## src/rtl/assert_macros.svh

```systemverilog
`ifndef ASSERT_MACROS_SVH
`define ASSERT_MACROS_SVH

// Concurrent check on the rising clock edge, off while reset is held.
`define Y2R_ASSERT(lbl, prop) \
    lbl: assert property (@(posedge i_clk) disable iff (!i_rst_n) (prop)) \
        else $error("y2r assertion failed");

// Same-cycle implication built on the check above.
`define Y2R_ASSERT_IMPLY(lbl, ante, cons) \
    `Y2R_ASSERT(lbl, (ante) |-> (cons))

`endif

```

## src/rtl/y2r_pkg.sv

```systemverilog
package y2r_pkg;

    // Counter limits.
    localparam int MAX_LINE_PAIRS = 2048;
    localparam int MAX_LINES      = 4096;
    localparam int COL_W = (MAX_LINE_PAIRS > 1) ? $clog2(MAX_LINE_PAIRS) : 1;
    localparam int ROW_W = (MAX_LINES > 1) ? $clog2(MAX_LINES) : 1;

    // Register field widths and the configuration port.
    localparam int LINE_PAIRS_W  = 12;
    localparam int FRAME_LINES_W = 13;
    localparam int CFG_DATA_W    = 13;
    localparam int CFG_INDEX_W   = 2;

    localparam logic [CFG_INDEX_W-1:0] CFG_PIXEL_FORMAT = 2'd0;
    localparam logic [CFG_INDEX_W-1:0] CFG_LINE_PAIRS   = 2'd1;
    localparam logic [CFG_INDEX_W-1:0] CFG_FRAME_LINES  = 2'd2;

    localparam logic [LINE_PAIRS_W-1:0]  RST_LINE_PAIRS  = 12'd320;
    localparam logic [FRAME_LINES_W-1:0] RST_FRAME_LINES = 13'd240;

    localparam logic FMT_BGR24  = 1'b0;
    localparam logic FMT_RGB565 = 1'b1;

    // Conversion arithmetic.
    localparam int SAMPLE_W = 8;
    localparam int PIXEL_W  = 24;
    localparam int SUM_W    = 20;

    localparam logic signed [SUM_W-1:0] K_Y       = 20'sd298;
    localparam logic signed [SUM_W-1:0] K_R_V     = 20'sd409;
    localparam logic signed [SUM_W-1:0] K_G_U     = 20'sd100;
    localparam logic signed [SUM_W-1:0] K_G_V     = 20'sd208;
    localparam logic signed [SUM_W-1:0] K_B_U     = 20'sd516;
    localparam logic signed [SUM_W-1:0] K_ROUND   = 20'sd128;
    localparam logic signed [SUM_W-1:0] Y_OFFSET  = 20'sd16;
    localparam logic signed [SUM_W-1:0] UV_OFFSET = 20'sd128;

    typedef struct packed {
        logic [LINE_PAIRS_W-1:0]  line_pairs;
        logic [FRAME_LINES_W-1:0] frame_lines;
    } t_frame_cfg;

    typedef struct packed {
        logic end_of_line;
        logic end_of_frame;
    } t_pos_flags;

    typedef struct packed {
        logic [PIXEL_W-1:0] first_pixel;
        logic [PIXEL_W-1:0] second_pixel;
        t_pos_flags         flags;
    } t_result;

endpackage

```

## src/rtl/y2r_lane.sv

```systemverilog
module y2r_lane
    import y2r_pkg::*;
(
    input  logic                i_pixel_format,
    input  logic [SAMPLE_W-1:0] i_luma,
    input  logic [SAMPLE_W-1:0] i_chroma_blue,
    input  logic [SAMPLE_W-1:0] i_chroma_red,
    output logic [PIXEL_W-1:0]  o_pixel
);

    // Floor shift by 8 and limit to 0..255.
    function automatic logic [7:0] shift_clip(input logic signed [SUM_W-1:0] v);
        logic [7:0] res;
        if (v[SUM_W-1]) begin
            res = 8'd0;
        end else if (|v[SUM_W-2:16]) begin
            res = 8'hFF;
        end else begin
            res = v[15:8];
        end
        return res;
    endfunction

    logic signed [SUM_W-1:0] c_term;
    logic signed [SUM_W-1:0] d_term;
    logic signed [SUM_W-1:0] e_term;
    logic signed [SUM_W-1:0] sum_r;
    logic signed [SUM_W-1:0] sum_g;
    logic signed [SUM_W-1:0] sum_b;
    logic [7:0]              red;
    logic [7:0]              green;
    logic [7:0]              blue;

    assign c_term = $signed({{(SUM_W-SAMPLE_W){1'b0}}, i_luma}) - Y_OFFSET;
    assign d_term = $signed({{(SUM_W-SAMPLE_W){1'b0}}, i_chroma_blue}) - UV_OFFSET;
    assign e_term = $signed({{(SUM_W-SAMPLE_W){1'b0}}, i_chroma_red}) - UV_OFFSET;

    assign sum_r = c_term * K_Y + e_term * K_R_V + K_ROUND;
    assign sum_g = c_term * K_Y - d_term * K_G_U - e_term * K_G_V + K_ROUND;
    assign sum_b = c_term * K_Y + d_term * K_B_U + K_ROUND;

    assign red   = shift_clip(sum_r);
    assign green = shift_clip(sum_g);
    assign blue  = shift_clip(sum_b);

    always_comb begin
        if (i_pixel_format == FMT_RGB565) begin
            o_pixel = {8'd0, red[7:3], green[7:2], blue[7:3]};
        end else begin
            o_pixel = {red, green, blue};
        end
    end

endmodule

```

## src/rtl/y2r_position.sv

```systemverilog
module y2r_position
    import y2r_pkg::*;
(
    input  logic       i_clk,
    input  logic       i_rst_n,
    input  logic       i_advance,
    input  t_frame_cfg i_cfg,
    output t_pos_flags o_flags
);

    logic [COL_W-1:0] r_col;
    logic [COL_W-1:0] n_col;
    logic [ROW_W-1:0] r_row;
    logic [ROW_W-1:0] n_row;
    logic [COL_W-1:0] last_col;
    logic [ROW_W-1:0] last_row;
    logic [31:0]      pairs_wide;
    logic [31:0]      lines_wide;

    assign pairs_wide = {{(32-LINE_PAIRS_W){1'b0}}, i_cfg.line_pairs};
    assign lines_wide = {{(32-FRAME_LINES_W){1'b0}}, i_cfg.frame_lines};

    // A length of zero counts as one, and a length above the limit as the limit.
    always_comb begin
        if (pairs_wide == 32'd0) begin
            last_col = '0;
        end else if (pairs_wide > 32'(MAX_LINE_PAIRS)) begin
            last_col = COL_W'(MAX_LINE_PAIRS - 1);
        end else begin
            last_col = COL_W'(pairs_wide - 32'd1);
        end
        if (lines_wide == 32'd0) begin
            last_row = '0;
        end else if (lines_wide > 32'(MAX_LINES)) begin
            last_row = ROW_W'(MAX_LINES - 1);
        end else begin
            last_row = ROW_W'(lines_wide - 32'd1);
        end
    end

    assign o_flags.end_of_line  = (r_col >= last_col);
    assign o_flags.end_of_frame = o_flags.end_of_line && (r_row >= last_row);

    always_comb begin
        n_col = r_col;
        n_row = r_row;
        if (i_advance) begin
            if (o_flags.end_of_line) begin
                n_col = '0;
                n_row = o_flags.end_of_frame ? '0 : r_row + ROW_W'(1);
            end else begin
                n_col = r_col + COL_W'(1);
            end
        end
    end

    always_ff @(posedge i_clk) begin
        if (!i_rst_n) begin
            r_col <= '0;
            r_row <= '0;
        end else begin
            r_col <= n_col;
            r_row <= n_row;
        end
    end

endmodule

```

## src/rtl/yuv420_to_rgb_pixel_converter.sv

```systemverilog
// One beat carries two neighboring luma samples and their shared chroma pair;
// the block returns both pixels converted with the BT.601 limited-range integer
// formula, packed as 24-bit B,G,R (B in the low byte) or as RGB565 in the low
// 16 bits, plus end-of-line and end-of-frame flags from its column and line
// counters. It takes one beat per cycle: two lanes convert the pixels in parallel
// straight into the output register, and a second, skid register holds a result
// when the sink stalls, so input ready only drops while that skid entry is full.
// Configuration writes take effect on the next beat and do not move the counters.
`include "assert_macros.svh"

module yuv420_to_rgb_pixel_converter
    import y2r_pkg::*;
(
    input  logic                   i_clk,
    input  logic                   i_rst_n,
    // Configuration write port.
    input  logic                   i_cfg_we,
    input  logic [CFG_INDEX_W-1:0] i_cfg_index,
    input  logic [CFG_DATA_W-1:0]  i_cfg_data,
    // Input channel.
    input  logic                   i_in_valid,
    output logic                   o_in_ready,
    input  logic [SAMPLE_W-1:0]    i_luma_first,
    input  logic [SAMPLE_W-1:0]    i_luma_second,
    input  logic [SAMPLE_W-1:0]    i_chroma_blue,
    input  logic [SAMPLE_W-1:0]    i_chroma_red,
    // Output channel.
    output logic                   o_out_valid,
    input  logic                   i_out_ready,
    output logic [PIXEL_W-1:0]     o_first_pixel,
    output logic [PIXEL_W-1:0]     o_second_pixel,
    output logic                   o_end_of_line,
    output logic                   o_end_of_frame
);

    // Configuration registers.
    logic                     r_pixel_format;
    t_frame_cfg               r_frame_cfg;

    always_ff @(posedge i_clk) begin
        if (!i_rst_n) begin
            r_pixel_format          <= FMT_BGR24;
            r_frame_cfg.line_pairs  <= RST_LINE_PAIRS;
            r_frame_cfg.frame_lines <= RST_FRAME_LINES;
        end else if (i_cfg_we) begin
            case (i_cfg_index)
                CFG_PIXEL_FORMAT:  r_pixel_format <= i_cfg_data[0];
                CFG_LINE_PAIRS:    r_frame_cfg.line_pairs <= i_cfg_data[LINE_PAIRS_W-1:0];
                CFG_FRAME_LINES:   r_frame_cfg.frame_lines <= i_cfg_data[FRAME_LINES_W-1:0];
                default: begin
                end
            endcase
        end
    end

    logic               in_accept;
    logic               out_pop;
    t_pos_flags         pos_flags;
    logic [PIXEL_W-1:0] lane_first_pixel;
    logic [PIXEL_W-1:0] lane_second_pixel;
    t_result            new_result;

    // The counters advance on every accepted beat and report where this beat sits.
    y2r_position u_position (
        .i_clk     (i_clk),
        .i_rst_n   (i_rst_n),
        .i_advance (in_accept),
        .i_cfg     (r_frame_cfg),
        .o_flags   (pos_flags)
    );

    // Two conversion lanes, one per pixel, sharing the chroma samples.
    y2r_lane u_lane_first (
        .i_pixel_format (r_pixel_format),
        .i_luma         (i_luma_first),
        .i_chroma_blue  (i_chroma_blue),
        .i_chroma_red   (i_chroma_red),
        .o_pixel        (lane_first_pixel)
    );

    y2r_lane u_lane_second (
        .i_pixel_format (r_pixel_format),
        .i_luma         (i_luma_second),
        .i_chroma_blue  (i_chroma_blue),
        .i_chroma_red   (i_chroma_red),
        .o_pixel        (lane_second_pixel)
    );

    // Merge the lane pixels with the position flags into one result.
    assign new_result = {lane_first_pixel, lane_second_pixel, pos_flags};

    // Output register with a single skid entry behind it. New beats go to the
    // output register when it is free or draining this cycle, otherwise to the
    // skid entry; the skid entry moves forward as soon as the sink takes a beat.
    logic    r_out_valid;
    logic    r_skid_valid;
    t_result r_out;
    t_result r_skid;

    assign o_in_ready = !r_skid_valid;
    assign in_accept  = i_in_valid && o_in_ready;
    assign out_pop    = r_out_valid && i_out_ready;

    always_ff @(posedge i_clk) begin
        if (!i_rst_n) begin
            r_out_valid  <= 1'b0;
            r_skid_valid <= 1'b0;
        end else if (out_pop) begin
            if (r_skid_valid) begin
                r_skid_valid <= 1'b0;
            end else begin
                r_out_valid <= in_accept;
            end
        end else if (in_accept) begin
            if (r_out_valid) begin
                r_skid_valid <= 1'b1;
            end else begin
                r_out_valid <= 1'b1;
            end
        end
    end

    always_ff @(posedge i_clk) begin
        if (out_pop) begin
            if (r_skid_valid) begin
                r_out <= r_skid;
            end else if (in_accept) begin
                r_out <= new_result;
            end
        end else if (in_accept) begin
            if (r_out_valid) begin
                r_skid <= new_result;
            end else begin
                r_out <= new_result;
            end
        end
    end

    assign o_out_valid    = r_out_valid;
    assign o_first_pixel  = r_out.first_pixel;
    assign o_second_pixel = r_out.second_pixel;
    assign o_end_of_line  = r_out.flags.end_of_line;
    assign o_end_of_frame = r_out.flags.end_of_frame;

    // The skid entry is only ever occupied behind a full output register.
    `Y2R_ASSERT_IMPLY(a_skid_behind_out, r_skid_valid, r_out_valid)
    // The skid entry fills only when the output register was stalled.
    `Y2R_ASSERT(a_skid_on_stall, $rose(r_skid_valid) |-> $past(r_out_valid && !i_out_ready))
    // The last pair of a frame is always the last pair of its line.
    `Y2R_ASSERT_IMPLY(a_eof_has_eol, r_out_valid && o_end_of_frame, o_end_of_line)

endmodule
```

## config.mk

```make
export PLATFORM = sky130hd
export DESIGN_NAME = yuv420_to_rgb_pixel_converter
export DESIGN_NICKNAME = d
export VERILOG_FILES = /design/src/rtl/y2r_pkg.sv /design/src/rtl/y2r_lane.sv /design/src/rtl/y2r_position.sv /design/src/rtl/yuv420_to_rgb_pixel_converter.sv
export VERILOG_INCLUDE_DIRS = /design/src /design/src/rtl
export SDC_FILE = /design/constraint.sdc
export NUM_CORES = 1
export LEC_CHECK = 0
export ABC_AREA = 1
export BUFFER_PORTS_ARGS = -buffer_cell sky130_fd_sc_hd__buf_2
export CORE_ASPECT_RATIO = 1.2
export CORE_UTILIZATION = 58
export DETAILED_ROUTE_END_ITERATION = 6
export PLACE_DENSITY = 0.79
export SYNTH_ARGS = -nofsm -noshare
export SYNTH_HDL_FRONTEND = slang
export SYNTH_SLANG_ARGS = --single-unit
```

## constraint.sdc

```tcl
create_clock -name i_clk -period 7.3 [get_ports i_clk]
set_clock_uncertainty 0.15 [all_clocks]
set_input_delay 0.73 -clock i_clk [delete_from_list [all_inputs] [get_ports i_clk]]
set_output_delay 0.73 -clock i_clk [all_outputs]
set_load 0.03 [all_outputs]
```

# == Word-level counts from Yosys, hierarchy flattened ==
# Index checks and enable logic that the tools add are counted.
# totals
out_inout_bits,52
wordCells,105
register_bits,151
# classes
mux,28
eq_ne,4
n_bitwise,2
add_sub_neg,22
order_cmp,4
n_mul,6
reduce_logical,24
# op_table
operator,n
two-way mux 50 bit,5
"adder 20 x 9 -> 20 bit, second input constant",6
two-way mux 8 bit,12
adder 20 bit,4
subtractor 20 bit,4
logical NOT 32 bit,2
two-way mux 24 bit,2
"multiplier 20 x 9 -> 19 bit, second input constant",2
two-way mux 12 bit,3
two-way mux 11 bit,3
"multiplier 20 x 10 -> 20 bit, second input constant",1
"multiplier 20 x 5 -> 16 bit, second input constant",1
"multiplier 20 x 6 -> 18 bit, second input constant",1
"multiplier 20 x 9 -> 18 bit, second input constant",1
OR reduction 3 bit,6
"subtractor 8 x 5 -> 9 bit, second input constant",2
"subtractor 8 x 8 -> 9 bit, second input constant",2
"> comparator 13 bit, second input constant",1
"adder 12 x 1 -> 12 bit, second input constant",1
>= comparator 12 bit,1
"> comparator 12 bit, second input constant",1
AND reduction 2 bit,6
"subtractor 12 x 1 -> 12 bit, second input constant",1
"adder 11 x 1 -> 11 bit, second input constant",1
other kinds (13),21

# == Depth between registers and ports, before layout ==
# logic_depth
ltp_word,12
mapped_depth,37

# == By module ==
# From an unflattened synthesis, not the netlist that was laid out.
# unflattened
hier_cells,3268
area_unflattened_um2,24285.8
# modules_own_cells
mod,area_per_inst_um2,seq_area_each_um2,cells_per_inst,instances
y2r_lane (u_lane_first),8450.6,0.0,1215,1
y2r_lane (u_lane_second),8376.8,0.0,1210,1
yuv420_to_rgb_pixel_converter,4937.2,3563.4,443,1
y2r_position,2521.2,460.4,400,1

# == Worst setup path before layout ==
# Ideal clock, no wire load.
# synth_timing
path_kind,input to register
startpoint,in i_luma_second[4]
endpoint,"reg r_out (netlist bit o_second_pixel[8]), data pin"
arrival_time_ps,6575
path_buffers,0
path_stages,37
required_ps,6901
setup_time_ps,249
slack_ps,325
cell_sequence,inv_1 > ha_1 > nand2_2 > nor2_4 > ha_1 > ha_1 > inv_1 > fa_1 > fa_1 > inv_1 > ha_1 > nand2_1 > inv_1 > nand2_1 > nand3_1 > a31o_2 > xor2_1 > inv_1 > fa_1 > inv_1 > ha_1 > ha_1 > nand2_1 > nor2_1 > inv_1 > nor3_1 > nand2_1 > nand2_1 > nand2_1 > nand2_1 > inv_1 > nor2_4 > nand3_1 > nand3_1 > nand3_1 > nand2_1 > inv_1
# synth_via
elab_chain_cells,12
# synth_lines
element,line,rtl
start: declaration,yuv420_to_rgb_pixel_converter.sv:24,"input logic [SAMPLE_W-1:0] i_luma_second,"
subtractor 8 x 5 -> 9 bit *,y2r_lane.sv:34,"assign c_term = $signed({{(SUM_W-SAMPLE_W){1'b0}}, i_luma}) - Y_OFFSET;"
multiplier 20 x 9 -> 19 bit *,y2r_lane.sv:39,assign sum_g = c_term * K_Y - d_term * K_G_U - e_term * K_G_V + K_ROUND;
subtractor 20 bit * (2 in a row),y2r_lane.sv:39,
adder 20 x 9 -> 20 bit *,y2r_lane.sv:39,
OR reduction 3 bit,y2r_lane.sv:16,end else if (|v[SUM_W-2:16]) begin
two-way mux 8 bit,y2r_lane.sv:16,
two-way mux 8 bit *,y2r_lane.sv:14,if (v[SUM_W-1]) begin
two-way mux 24 bit *,y2r_lane.sv:47,if (i_pixel_format == FMT_RGB565) begin
"two-way mux 50 bit, on equally long branches","yuv420_to_rgb_pixel_converter.sv:131, yuv420_to_rgb_pixel_converter.sv:127",
"two-way mux 50 bit, on equally long branches","yuv420_to_rgb_pixel_converter.sv:130, yuv420_to_rgb_pixel_converter.sv:125",
two-way mux 50 bit *,yuv420_to_rgb_pixel_converter.sv:124,if (out_pop) begin
end signal: assignment,yuv420_to_rgb_pixel_converter.sv:126,r_out <= r_skid;
end signal: assignment,yuv420_to_rgb_pixel_converter.sv:128,r_out <= new_result;
end signal: assignment,yuv420_to_rgb_pixel_converter.sv:134,r_out <= new_result;
end: declaration,yuv420_to_rgb_pixel_converter.sv:97,t_result r_out;
# Mark *: on every way between the ends. The rest lies on a longest branch, timed or not. The select of a mux whose other input is x is not followed.
# A chain may end at the register's enable or synchronous reset.

# == Worst setup path after layout ==
# layout_timing
startpoint,in i_luma_second[4]
endpoint,"reg r_out (netlist bit o_second_pixel[9]), data pin"
# The elaborated chain is that of the path after synthesis.

==> results.tsv <==
metric	value	unit
status	complete, no violations	
crit path time final	6960	ps
RD Place Congestion	1.05	
crit end category	flip-flop	
core area	35900	um2
post-synth top area share	0.252	
All-Layer GR Usage	0.328	
CP required	7340	ps
Netlist Area Pre-Place	21200	um2
cell count after synthesis	2831	
Reg2Reg Setup Slack	3270	ps
DP Area	22600	um2
crit-path most repeated cell	inv_1	
Critical Path Fanout Max	7	
Synth area leader	ha_1	
Worst path max stage delay	540	ps
synth cell count leaders	578 x nand2_1, 477 x inv_1, 427 x ha_1	
I/O Buffers	103	
final clock period utilization by the worst path	0.953	
mean area per synthesized cell	7.49	um2
Max-Cap Viols	0	
RSZ-0062 raised after global routing	false	
Longest Clk Path Bufs	2	
count leader, synth	nand2_1	
ant diodes	0	
max-slew violation count	0	
Worst Tran Pin Value	1080	ps
# IOs	104	
First-pass DRT Iterations	6	
#FFs+latches synth	151	
Fillers	3232	
first-pass GRT wire length	95200	um
Main synth FF type	edfxtp_1	
Synth Warn #	0	
clk sinks	151	
critical path startpoint category	input port	
area delta synth->final	9.66	%
Final Hold Vio Count	0	
routed wire length	60500	um
initial DRC count	1150	
EDFF count, synth	100	
Avg Vias per Cell	5.53	
Setup Crit Path Kind	input port to flip-flop	
critical path's slowest cell	fa_1	
via count	19200	
standard-cell row count	76	
Arr. time, crit path	7000	ps
maximum level of the CTS H-tree	4	
Hold Crit Class	flip-flop to flip-flop	
worst slew margin relative to its limit	0.273	
vias in the first global route	18800	
post-route ant nets	0	
Starting Density	0.590	
Distinct cells, synth	50	
Fmax achieved	144	MHz
pin count of the biggest net entering global routing	85	
NumNets Final	3541	
top cells by area, synth	ha_1 25%, edfxtp_1 14%, nand2_1 10%	
CTS tree	yes	
clock-pin slew on the worst setup and hold paths	60	ps
cts bufs inserted	17	
Skew-Pair Late Insertion Delay	430	ps
CTS root buffer	clkbuf_16	
antenna violations before repair	0	
layout cells sized above 1	0.0978	
HPWL after DPL	51700	um
total global routing overflow	0	
Die X-Extent	176	um
setup violators final	0	
Post-Syn Nets	3388	
Post-synth ARST share	0	
# DRC	0	
die height	211	um
Seq/Total Area, Yosys	0.190	
die area	37300	um2
wire per inst	17.5	um
final instance area	23200	um2
## logic make-up (layout without fill, tap and decap cells)
| group | Yosys count | count (layout) | share of synthesized area |
|---|---|---|---|
| and+or+nand+nor | 1167 | 1167 | 0.246 |
| buffers and inverters | 509 | 675 | 0.0918 |
| adders and majority gates | 505 | 505 | 0.326 |
| AOI/OAI and AO/OA | 379 | 379 | 0.0968 |
| DFF | 151 | 151 | 0.190 |
| xor gates and xnor gates | 120 | 120 | 0.0499 |
## area by class of cell
| cell class | count | area (um2) | share of cell area |
|---|---|---|---|
| clock buffers | 19 | 433 | 0.0186 |
| clock inverters | 13 | 106 | 0.00458 |
| inverters | 482 | 1810 | 0.0779 |
| multi-input cells | 2171 | 15300 | 0.659 |
| flip-flops and latches | 151 | 4020 | 0.173 |
| well taps | 468 | 586 | 0.0252 |
| repair buffers | 161 | 963 | 0.0415 |
## worst paths after layout
path                               startpoint                          endpoint  cells past startpoint
max                          i_luma_second[4]       o_second_pixel[9]$_DFFE_PP_                     35
min          u_position.r_col[0]$_SDFFE_PN0P_  u_position.r_col[0]$_SDFFE_PN0P_                      2
max reg2reg      r_frame_cfg[17]$_SDFFE_PN0P_  u_position.r_col[6]$_SDFFE_PN0P_                     20
min reg2reg  u_position.r_col[0]$_SDFFE_PN0P_  u_position.r_col[0]$_SDFFE_PN0P_                      2
## metal layers
| metal | up-vias | part of all wire | GRT usage |
|---|---|---|---|
| li1 | 9664 | - | - |
| met1 | 8847 | 0.42 | 0.390 |
| met2 | 516 | 0.48 | 0.581 |
| met3 | 140 | 0.044 | 0.0298 |
| met4 | 0 | 0.056 | 0.176 |
| met5 | - | 0 | 0 |
## registers in the layout, indices dropped and copies added, names as in the netlist
register          count
o_second_pixel       24
u_position.r_col     11
r_pixel_format        1
o_first_pixel        24
o_out_valid           1
r_skid_valid          1
u_position.r_row     12
o_end_of_line         1
o_end_of_frame        1
r_frame_cfg          25
r_skid               50
## timing repair
item / 4_1_cts / 5_1_grt
resized for setup: 0 / 17
hold buffers: 0 / 0
buffers inserted: 0 / 2
endpoints found under the setup margin: 0 / 36
## stage by stage
step / hold slack [ps] / worst slack (ps) / utilization / std cells / TNS [ps]
6_report: 350 / 344 / 0.647 / 3465 / 0
5_1_grt: 379 / 11.7 / 0.647 / 3465 / 0
4_1_cts: 346 / 323 / 0.644 / 3463 / 0
3_5_place_dp: 334 / -124 / 0.629 / 3431 / -1360
3_3_place_gp: 325 / 0.746 / 0.629 / 3431 / 0
2_1_floorplan: 295 / 325 / - / 2831 / 0
## worst max-delay path, delay by kind of cell
family          cells  cell delay (ps)
compound gates      6              940
simple gates        9              900
buf+inv             9              720
fa+ha+maj           9             3360
xor+xnor            2              330
## cells in the final DEF, fill, tap and decap left out, types with 4 or more instances in the layout
| cell | count |
|---|---|
| a211oi_1 | 5 |
| a21o_1 | 8 |
| a21oi_1 | 195 |
| a21oi_2 | 4 |
| a31oi_1 | 7 |
| and3_1 | 5 |
| buf_2 | 103 |
| buf_4 | 57 |
| clkbuf_16 | 17 |
| clkinv_1 | 5 |
| dfxtp_1 | 51 |
| edfxtp_1 | 100 |
| fa_1 | 78 |
| ha_1 | 423 |
| inv_1 | 476 |
| nand2_1 | 576 |
| nand2_2 | 13 |
| nand2_4 | 4 |
| nand3_1 | 197 |
| nand3_2 | 10 |
| nand3b_1 | 20 |
| nand4_1 | 49 |
| nor2_1 | 193 |
| nor2_2 | 13 |
| nor2_4 | 5 |
| nor3_1 | 26 |
| nor3b_1 | 6 |
| nor4_1 | 10 |
| o211ai_1 | 8 |
| o21ai_0 | 118 |
| o21ai_1 | 4 |
| o21bai_1 | 14 |
| o31ai_1 | 5 |
| or2_2 | 33 |
| xnor2_1 | 35 |
| xor2_1 | 81 |
Power is not shown: default switching activity piles up to over one toggle a cycle in this logic, so the estimate is an artifact.
